$ cat src/sv/srf_pkg.sv
// shared types and constants of the smallest primitive root finder
// no dependencies
`default_nettype none
package srf_pkg;

  localparam int unsigned MOD_WIDTH_DEF   = 31;
  localparam int unsigned MAX_FACTORS_DEF = 10;
  localparam int unsigned PORT_WIDTH      = 31;

  typedef enum logic [4:0] {
    S_IDLE, S_START, S_FSQ, S_FCMP, S_FWAIT, S_FRDIV, S_FTAIL,
    S_CAND, S_KRD, S_KCHK, S_EWAIT, S_PSTEP,
    S_MULA, S_MODA, S_WAITA, S_MULB, S_MODB, S_WAITB, S_FIN
  } state_e;

  typedef enum logic [4:0] {
    CMD_NONE, CMD_LOAD, CMD_SQ, CMD_FDIV, CMD_FADD, CMD_NEXTD, CMD_TAIL,
    CMD_KINIT, CMD_EDIV, CMD_ESET, CMD_MULA, CMD_MULB, CMD_MOD,
    CMD_ACC, CMD_BASE, CMD_NEXTK, CMD_NEXTG, CMD_PASS, CMD_EMIT
  } cmd_e;

  typedef struct packed {
    logic m_small;
    logic sq_gt;
    logic div_done;
    logic rem_zero;
    logic k_end;
    logic g_end;
    logic e_zero;
    logic e_lsb;
    logic acc_one;
    logic out_busy;
  } status_t;

endpackage
`default_nettype wire

$ cat src/sv/srf_div.sv
// iterative restoring divider, one quotient bit per cycle
// depends on nothing but its parameter
`default_nettype none
module srf_div #(
  parameter int unsigned W = 31
) (
  input  wire logic           clk_i,
  input  wire logic           rst_ni,
  input  wire logic           start_i,
  input  wire logic [2*W-1:0] dividend_i,
  input  wire logic [W-1:0]   divisor_i,
  output logic                done_o,
  output logic [2*W-1:0]      quot_o,
  output logic [W-1:0]        rem_o
);
  localparam int unsigned CNW = $clog2(2 * W + 1);

  logic           busy_q, busy_d, done_q, done_d;
  logic [CNW-1:0] cnt_q, cnt_d;
  logic [W-1:0]   rem_q, rem_d, dsr_q, dsr_d;
  logic [2*W-1:0] quo_q, quo_d;
  logic [W:0]     trial;
  logic           ge;

  always_comb begin
    trial  = {rem_q, quo_q[2*W-1]};
    ge     = trial >= {1'b0, dsr_q};
    busy_d = busy_q;
    done_d = 1'b0;
    cnt_d  = cnt_q;
    rem_d  = rem_q;
    quo_d  = quo_q;
    dsr_d  = dsr_q;
    if (start_i) begin
      busy_d = 1'b1;
      cnt_d  = '0;
      rem_d  = '0;
      quo_d  = dividend_i;
      dsr_d  = divisor_i;
    end else if (busy_q) begin
      rem_d = ge ? W'(trial - {1'b0, dsr_q}) : trial[W-1:0];
      quo_d = {quo_q[2*W-2:0], ge};
      cnt_d = cnt_q + 1'b1;
      if (cnt_q == CNW'(2 * W - 1)) begin
        busy_d = 1'b0;
        done_d = 1'b1;
      end
    end
  end

  always_ff @(posedge clk_i or negedge rst_ni) begin
    if (!rst_ni) begin
      busy_q <= 1'b0;
      done_q <= 1'b0;
    end else begin
      busy_q <= busy_d;
      done_q <= done_d;
    end
  end

  always_ff @(posedge clk_i) begin
    cnt_q <= cnt_d;
    rem_q <= rem_d;
    quo_q <= quo_d;
    dsr_q <= dsr_d;
  end

  assign done_o = done_q;
  assign quot_o = quo_q;
  assign rem_o  = rem_q;
endmodule
`default_nettype wire

$ cat src/sv/srf_dp.sv
// datapath: operand registers, factor memory, multiplier and result register
// depends on srf_pkg and srf_div
`default_nettype none
module srf_dp #(
  parameter int unsigned W   = 31,
  parameter int unsigned MAXF = 10
) (
  input  wire logic                   clk_i,
  input  wire logic                   rst_ni,
  input  wire srf_pkg::cmd_e          cmd_i,
  input  wire logic [W-1:0]           m_i,
  input  wire logic                   out_ready_i,
  output srf_pkg::status_t            status_o,
  output logic                        out_valid_o,
  output logic [W-1:0]                root_o,
  output logic                        found_o
);
  import srf_pkg::*;

  localparam int unsigned CW = $clog2(MAXF + 1);
  localparam int unsigned IW = (MAXF > 1) ? $clog2(MAXF) : 1;

  logic [W-1:0]   m_q, x_q, d_q, g_q, e_q, acc_q, base_q, fac_rd_q;
  logic [W-1:0]   res_root_q, root_q;
  logic           res_found_q, found_q, added_q, out_valid_q;
  logic [CW-1:0]  cnt_q, k_q;
  logic [2*W-1:0] prod_q;
  logic [W-1:0]   fac_mem [MAXF];

  logic [W-1:0]   mul_a, mul_b, div_dsr, fac_wd;
  logic [2*W-1:0] div_dvd, div_quot;
  logic [W-1:0]   div_rem;
  logic           div_start, div_done, fac_we, room;

  srf_div #(.W(W)) u_div (
    .clk_i      (clk_i),
    .rst_ni     (rst_ni),
    .start_i    (div_start),
    .dividend_i (div_dvd),
    .divisor_i  (div_dsr),
    .done_o     (div_done),
    .quot_o     (div_quot),
    .rem_o      (div_rem)
  );

  assign room = cnt_q < CW'(MAXF);

  always_comb begin
    mul_a = d_q;
    mul_b = d_q;
    unique case (cmd_i)
      CMD_MULA: begin mul_a = acc_q;  mul_b = base_q; end
      CMD_MULB: begin mul_a = base_q; mul_b = base_q; end
      default:  ;
    endcase
    div_start = 1'b0;
    div_dvd   = prod_q;
    div_dsr   = m_q;
    unique case (cmd_i)
      CMD_FDIV: begin div_start = 1'b1; div_dvd = {{W{1'b0}}, x_q};         div_dsr = d_q; end
      CMD_EDIV: begin div_start = 1'b1; div_dvd = {{W{1'b0}}, m_q - 1'b1}; div_dsr = fac_rd_q; end
      CMD_MOD:  div_start = 1'b1;
      default:  ;
    endcase
    fac_we = 1'b0;
    fac_wd = x_q;
    if (cmd_i == CMD_FADD) begin
      fac_we = room && !added_q;
      fac_wd = d_q;
    end else if (cmd_i == CMD_TAIL) begin
      fac_we = room && (x_q > W'(1));
    end
  end

  always_ff @(posedge clk_i) begin
    if (fac_we) fac_mem[cnt_q[IW-1:0]] <= fac_wd;
    fac_rd_q <= fac_mem[k_q[IW-1:0]];
  end

  always_ff @(posedge clk_i) begin
    unique case (cmd_i)
      CMD_LOAD: begin
        m_q <= m_i;
        x_q <= m_i - 1'b1;
        d_q <= W'(2);
        cnt_q <= '0;
        added_q <= 1'b0;
        res_root_q <= '0;
        res_found_q <= 1'b0;
      end
      CMD_SQ, CMD_MULA, CMD_MULB: prod_q <= mul_a * mul_b;
      CMD_FADD: begin
        x_q <= div_quot[W-1:0];
        added_q <= 1'b1;
        if (fac_we) cnt_q <= cnt_q + 1'b1;
      end
      CMD_NEXTD: begin
        d_q <= d_q + 1'b1;
        added_q <= 1'b0;
      end
      CMD_TAIL: begin
        g_q <= W'(2);
        if (fac_we) cnt_q <= cnt_q + 1'b1;
      end
      CMD_KINIT: k_q <= '0;
      CMD_ESET: begin
        e_q <= div_quot[W-1:0];
        acc_q <= W'(1);
        base_q <= g_q;
      end
      CMD_ACC: acc_q <= div_rem;
      CMD_BASE: begin
        base_q <= div_rem;
        e_q <= e_q >> 1;
      end
      CMD_NEXTK: k_q <= k_q + 1'b1;
      CMD_NEXTG: g_q <= g_q + 1'b1;
      CMD_PASS: begin
        res_root_q <= g_q;
        res_found_q <= 1'b1;
      end
      CMD_EMIT: begin
        root_q <= res_root_q;
        found_q <= res_found_q;
      end
      default: ;
    endcase
  end

  always_ff @(posedge clk_i or negedge rst_ni) begin
    if (!rst_ni) begin
      out_valid_q <= 1'b0;
    end else if (cmd_i == CMD_EMIT) begin
      out_valid_q <= 1'b1;
    end else if (out_ready_i) begin
      out_valid_q <= 1'b0;
    end
  end

  always_comb begin
    status_o.m_small  = m_q < W'(3);
    status_o.sq_gt    = prod_q > {{W{1'b0}}, x_q};
    status_o.div_done = div_done;
    status_o.rem_zero = div_rem == '0;
    status_o.k_end    = k_q == cnt_q;
    status_o.g_end    = g_q >= m_q;
    status_o.e_zero   = e_q == '0;
    status_o.e_lsb    = e_q[0];
    status_o.acc_one  = acc_q == W'(1);
    status_o.out_busy = out_valid_q && !out_ready_i;
  end

  assign out_valid_o = out_valid_q;
  assign root_o      = root_q;
  assign found_o     = found_q;
endmodule
`default_nettype wire

$ cat src/sv/srf_ctrl.sv
// controller state machine sequencing factoring and candidate tests
// depends on srf_pkg
`default_nettype none
module srf_ctrl (
  input  wire logic             clk_i,
  input  wire logic             rst_ni,
  input  wire logic             in_valid_i,
  input  wire srf_pkg::status_t status_i,
  output logic                  in_ready_o,
  output srf_pkg::cmd_e         cmd_o
);
  import srf_pkg::*;

  state_e state_q, state_d;

  always_comb begin
    state_d = state_q;
    unique case (state_q)
      S_IDLE:  if (in_valid_i) state_d = S_START;
      S_START: state_d = status_i.m_small ? S_FIN : S_FSQ;
      S_FSQ:   state_d = S_FCMP;
      S_FCMP:  state_d = status_i.sq_gt ? S_FTAIL : S_FWAIT;
      S_FWAIT: if (status_i.div_done) state_d = status_i.rem_zero ? S_FRDIV : S_FSQ;
      S_FRDIV: state_d = S_FWAIT;
      S_FTAIL: state_d = S_CAND;
      S_CAND:  state_d = status_i.g_end ? S_FIN : S_KRD;
      S_KRD:   state_d = status_i.k_end ? S_FIN : S_KCHK;
      S_KCHK:  state_d = S_EWAIT;
      S_EWAIT: if (status_i.div_done) state_d = S_PSTEP;
      S_PSTEP: begin
        if (status_i.e_zero) state_d = status_i.acc_one ? S_CAND : S_KRD;
        else state_d = status_i.e_lsb ? S_MULA : S_MULB;
      end
      S_MULA:  state_d = S_MODA;
      S_MODA:  state_d = S_WAITA;
      S_WAITA: if (status_i.div_done) state_d = S_MULB;
      S_MULB:  state_d = S_MODB;
      S_MODB:  state_d = S_WAITB;
      S_WAITB: if (status_i.div_done) state_d = S_PSTEP;
      S_FIN:   if (!status_i.out_busy) state_d = S_IDLE;
      default: state_d = S_IDLE;
    endcase
  end

  always_comb begin
    cmd_o = CMD_NONE;
    unique case (state_q)
      S_IDLE:  if (in_valid_i) cmd_o = CMD_LOAD;
      S_FSQ:   cmd_o = CMD_SQ;
      S_FCMP:  if (!status_i.sq_gt) cmd_o = CMD_FDIV;
      S_FWAIT: if (status_i.div_done) cmd_o = status_i.rem_zero ? CMD_FADD : CMD_NEXTD;
      S_FRDIV: cmd_o = CMD_FDIV;
      S_FTAIL: cmd_o = CMD_TAIL;
      S_CAND:  if (!status_i.g_end) cmd_o = CMD_KINIT;
      S_KRD:   if (status_i.k_end) cmd_o = CMD_PASS;
      S_KCHK:  cmd_o = CMD_EDIV;
      S_EWAIT: if (status_i.div_done) cmd_o = CMD_ESET;
      S_PSTEP: if (status_i.e_zero) cmd_o = status_i.acc_one ? CMD_NEXTG : CMD_NEXTK;
      S_MULA:  cmd_o = CMD_MULA;
      S_MODA:  cmd_o = CMD_MOD;
      S_WAITA: if (status_i.div_done) cmd_o = CMD_ACC;
      S_MULB:  cmd_o = CMD_MULB;
      S_MODB:  cmd_o = CMD_MOD;
      S_WAITB: if (status_i.div_done) cmd_o = CMD_BASE;
      S_FIN:   if (!status_i.out_busy) cmd_o = CMD_EMIT;
      default: cmd_o = CMD_NONE;
    endcase
  end

  always_ff @(posedge clk_i or negedge rst_ni) begin
    if (!rst_ni) state_q <= S_IDLE;
    else state_q <= state_d;
  end

  assign in_ready_o = state_q == S_IDLE;
endmodule
`default_nettype wire

$ cat src/sv/smallest_primitive_root_finder.sv
// top level of the smallest primitive root finder
// depends on srf_pkg, srf_ctrl, srf_dp (and srf_div below it)
//
// channel  dir  handshake            payload
// input    in   in_valid_i/ready_o   modulus_i[30:0]
// output   out  out_valid_o/ready_i  root_o[30:0], found_o
//
// one item at a time; each trial division and each modular reduction runs on
// the shared divider
// a finished result waits in the output register while the next item starts
// reset clears the controller and output valid; no clearing pass is needed
`default_nettype none
module smallest_primitive_root_finder #(
  parameter int unsigned MOD_WIDTH   = srf_pkg::MOD_WIDTH_DEF,
  parameter int unsigned MAX_FACTORS = srf_pkg::MAX_FACTORS_DEF
) (
  input  wire logic                           clk_i,
  input  wire logic                           rst_ni,
  input  wire logic                           in_valid_i,
  output logic                                in_ready_o,
  input  wire logic [srf_pkg::PORT_WIDTH-1:0] modulus_i,
  output logic                                out_valid_o,
  input  wire logic                           out_ready_i,
  output logic [srf_pkg::PORT_WIDTH-1:0]      root_o,
  output logic                                found_o
);
  import srf_pkg::*;

  status_t              status;
  cmd_e                 cmd;
  logic [MOD_WIDTH-1:0] root;

  srf_ctrl u_ctrl (
    .clk_i      (clk_i),
    .rst_ni     (rst_ni),
    .in_valid_i (in_valid_i),
    .status_i   (status),
    .in_ready_o (in_ready_o),
    .cmd_o      (cmd)
  );

  srf_dp #(.W(MOD_WIDTH), .MAXF(MAX_FACTORS)) u_dp (
    .clk_i       (clk_i),
    .rst_ni      (rst_ni),
    .cmd_i       (cmd),
    .m_i         (modulus_i[MOD_WIDTH-1:0]),
    .out_ready_i (out_ready_i),
    .status_o    (status),
    .out_valid_o (out_valid_o),
    .root_o      (root),
    .found_o     (found_o)
  );

  assign root_o = PORT_WIDTH'(root);
endmodule
`default_nettype wire

$ cat config.mk
export PLATFORM = sky130hd
export DESIGN_NAME = smallest_primitive_root_finder
export DESIGN_NICKNAME = d
export VERILOG_FILES = /design/src/sv/srf_pkg.sv /design/src/sv/srf_div.sv /design/src/sv/srf_dp.sv /design/src/sv/srf_ctrl.sv /design/src/sv/smallest_primitive_root_finder.sv
export SDC_FILE = /design/constraint.sdc
export NUM_CORES = 2
export LEC_CHECK = 0
export BUFFER_PORTS_ARGS = -buffer_cell sky130_fd_sc_hd__buf_2
export CORE_MARGIN = 10
export CORE_UTILIZATION = 50
export CTS_CLUSTER_DIAMETER = 120
export DETAILED_ROUTE_END_ITERATION = 7
export PLACE_DENSITY_LB_ADDON = 0.25
export SYNTH_ARGS = -nofsm -noshare
export SYNTH_HDL_FRONTEND = slang
export SYNTH_SLANG_ARGS = --single-unit
$ cat constraint.sdc
create_clock -name clk_i -period 29.4 [get_ports clk_i]
set_input_delay 5.88 -clock clk_i [delete_from_list [all_inputs] [get_ports clk_i]]
set_output_delay 5.88 -clock clk_i [all_outputs]
set_load 0.1 [all_outputs]
==> flow_summary_export.csv <==
group,metric,value,unit
synthesis,synth_commonest_cells,"inv_1 (905), fa_1 (838), nand2_1 (792)",
synthesis,synth_fp_nets,7741,
setup_path,r2r_slack,16.99,ns
setup_path,cp_common_cell,"fa_1",
sta,worst_pin_slew,1.37,ns
global_route,grt-ovfl-total,0,
sta,tns,0,ns
synthesis,synth-seq-cells,831,
layout,largest_reg_flops,310,
layout,drive_gt1_share,8.83,%
global_route,grt_antenna_before_repair,11,
detailed_routing,totalWireLength,228,mm
detailed_routing,vias,50300,
floorplan,dieArea,153000,um^2
synthesis,synth_area_leader_cell,"edfxtp_1",
layout,fin_nets,7710,
placement,place.gp.congestion,1.00,
setup_path,r2r-end,"u_dp.prod_q[55]",
sta,slew_violations,0,
setup_path,required,29.85,ns
setup_path,worstRegToRegCells,35,
sta,skew,0.0457,ns
clocking,clk_pin_slew_worst_paths,0.06,ns
status,outcome,"finished, final reports clean",
hold_path,hold_path_depth,0,
floorplan,ios,69,
synthesis,syn_avg_cell_area,10.6,um^2
setup_path,endpoint_kind,"flip-flop",
synthesis,synth_edf_count,755,
clocking,cts_max_level,3,
global_route,grt_pass1_wl,339,mm
global_route,track_usage,30.0,%
synthesis,synthTopCellsByArea,"edfxtp_1 (33%), fa_1 (24%), ha_1 (6.5%)",
layout,area_growth,8.16,%
detailed_routing,dr.pass1.iters,6,
synthesis,yosysMostFrequentCell,"inv_1",
detailed_routing,drc,0,
flow_run,maxCapViolations,0,
synthesis,ys_seq_area_share,35.2,%
floorplan,rows,136,
sta,period_minus_slack,14.98,ns
sta,slew_headroom,7.72,%
synthesis,ys.flop_type,"edfxtp_1",
clocking,cts_made_buffers,85,
clocking,cts_root_buffer,"clkbuf_16",
setup_path,worstSetupStartpointType,"primary input",
hold_path,hold_class,"flip-flop to flip-flop",
global_route,grt_max_degree,98,
setup_path,slowest_stage,"a21o_1",
setup_path,setup.worst_path.class,"primary input to flip-flop",
floorplan,coreArea,137000,um^2
clocking,cts_setup_buffers,0,
setup_path,cp_data_arrival_time,15.43,ns
sta,hold_viol_final,0,
layout,fill_cells,11900,
clocking,postCtsHoldBufs,0,
hold_path,hp-start,"u_dp.res_root_q[27]",
detailed_routing,avgViaCountPerCell,6.02,
floorplan,die_height,391,um
sta,fmax,66.8,MHz
setup_path,cp_max_fo,33,
hold_path,min_to,"u_dp.root_o[27]",
clocking,cts.path.max_buffers,3,
floorplan,initial_core_util,50.2,%
placement,port-buffer-count,68,
setup_path,regToRegStartpoint,"u_ctrl.state_q[0]",
synthesis,synthesis.area,68900,um^2
clocking,cts-resized-gates,0,
sta,post-route-period-util,51.0,%
synthesis,ys_warn_count,0,
clocking,cts_tree,"done",
detailed_routing,initialDrtViolationCount,5390,
sta,finalSetupViolCount,0,
global_route,grt_pass1_vias,50900,
synthesis,async_flop_share,0.963,%
synthesis,synthCells,6509,
clocking,clock-sinks,831,
floorplan,die_w,391,um
clocking,clock_latency,0.71,ns
detailed_routing,ant_nets,0,
setup_path,slowest_delay,0.82,ns
sta,rsz0062_at_grt,"false",
detailed_routing,wl_per_cell,27.4,um
synthesis,synth.distinct_cells,85,
placement,dp_hpwl,173,mm
synthesis,yosysTopAreaCellShare,32.9,%
## metrics by stage
stage | std cells | hold slack [ns] | instance area (um^2) | utilization [%] | setup WS, ns
global placement | 8185 | 0.402 | 71500 | 52.2 | 13.98
detailed placement | 8185 | 0.405 | 71500 | 52.2 | 13.74
floorplan | 6509 | 0.400 | 68900 | - | 14.91
finish | 8349 | 0.417 | 74500 | 54.3 | 14.42
CTS | 8343 | 0.418 | 74500 | 54.3 | 14.47
global route | 8343 | 0.421 | 74500 | 54.3 | 14.10
## placed cells by master (no fill, tap or decap), drive strengths merged, types with 55 or more instances in the layout
cell / n
a211oi: 61
a21o: 89
a21oi: 225
a22oi: 64
and3: 56
buf: 215
clkbuf: 113
dfxtp: 68
edfxtp: 755
fa: 838
ha: 359
inv: 908
mux2: 62
mux2i: 71
mux4: 62
nand2: 792
nand3: 64
nor2: 734
nor2b: 55
nor3: 58
nor4: 59
o21ai: 240
xnor2: 117
xor2: 80
## worst max-delay path by stage
stage	startpoint	to	slack [ns]	depth (start not counted)
2_1_floorplan	in_valid_i	u_dp.prod_q[55]	14.91	29
3_3_place_gp	in_valid_i	u_dp.prod_q[55]	13.98	30
3_5_place_dp	in_valid_i	u_dp.prod_q[55]	13.74	30
4_1_cts	in_valid_i	u_dp.prod_q[55]	14.47	30
5_1_grt	in_valid_i	u_dp.prod_q[55]	14.10	30
6_report	in_valid_i	u_dp.prod_q[55]	14.42	30
## final cells by class
cell class	count	area, um^2	share of cell area [%]
Inverter	906	3410	4.57
Clock buffer	113	2420	3.24
Multi-Input combinational cell	4439	40200	54.0
Timing Repair Buffer	215	1460	1.95
Tap cell	1794	2240	3.01
Antenna cell	6	15.0	0.0202
Sequential cell	831	24200	32.5
Clock inverter	45	532	0.714
## kinds of logic after synthesis
group | share of synthesized area, %
multiplexers | 4.07
flip-flops | 35.2
buffers and inverters | 6.85
AO/OA/AOI/OAI | 7.87
XOR/XNOR | 2.50
adder cells (fa/ha/maj) | 30.9
AND/OR/NAND/NOR | 12.7
## per-layer routing
metal | part of all wire (%) | wire, um | track usage, % | vias to the layer above
li1 | - | - | - | 21400
met1 | 40 | 90500 | 40.7 | 25500
met2 | 43 | 98600 | 44.5 | 2727
met3 | 11 | 25000 | 7.91 | 605
met4 | 6.3 | 14300 | 15.4 | 8
met5 | 0.023 | 53 | 0 | -
## critical path, delay by kind of cell
| family | cells | cell delay [ns] |
|---|---|---|
| simple gates | 7 | 1.53 |
| buf+inv | 4 | 0.49 |
| compound gates | 9 | 3.23 |
| xor+xnor | 1 | 0.10 |
| fa+ha+maj | 9 | 4.17 |
Power is not shown: default switching activity piles up to over one toggle a cycle in this logic, so the estimate is an artifact.
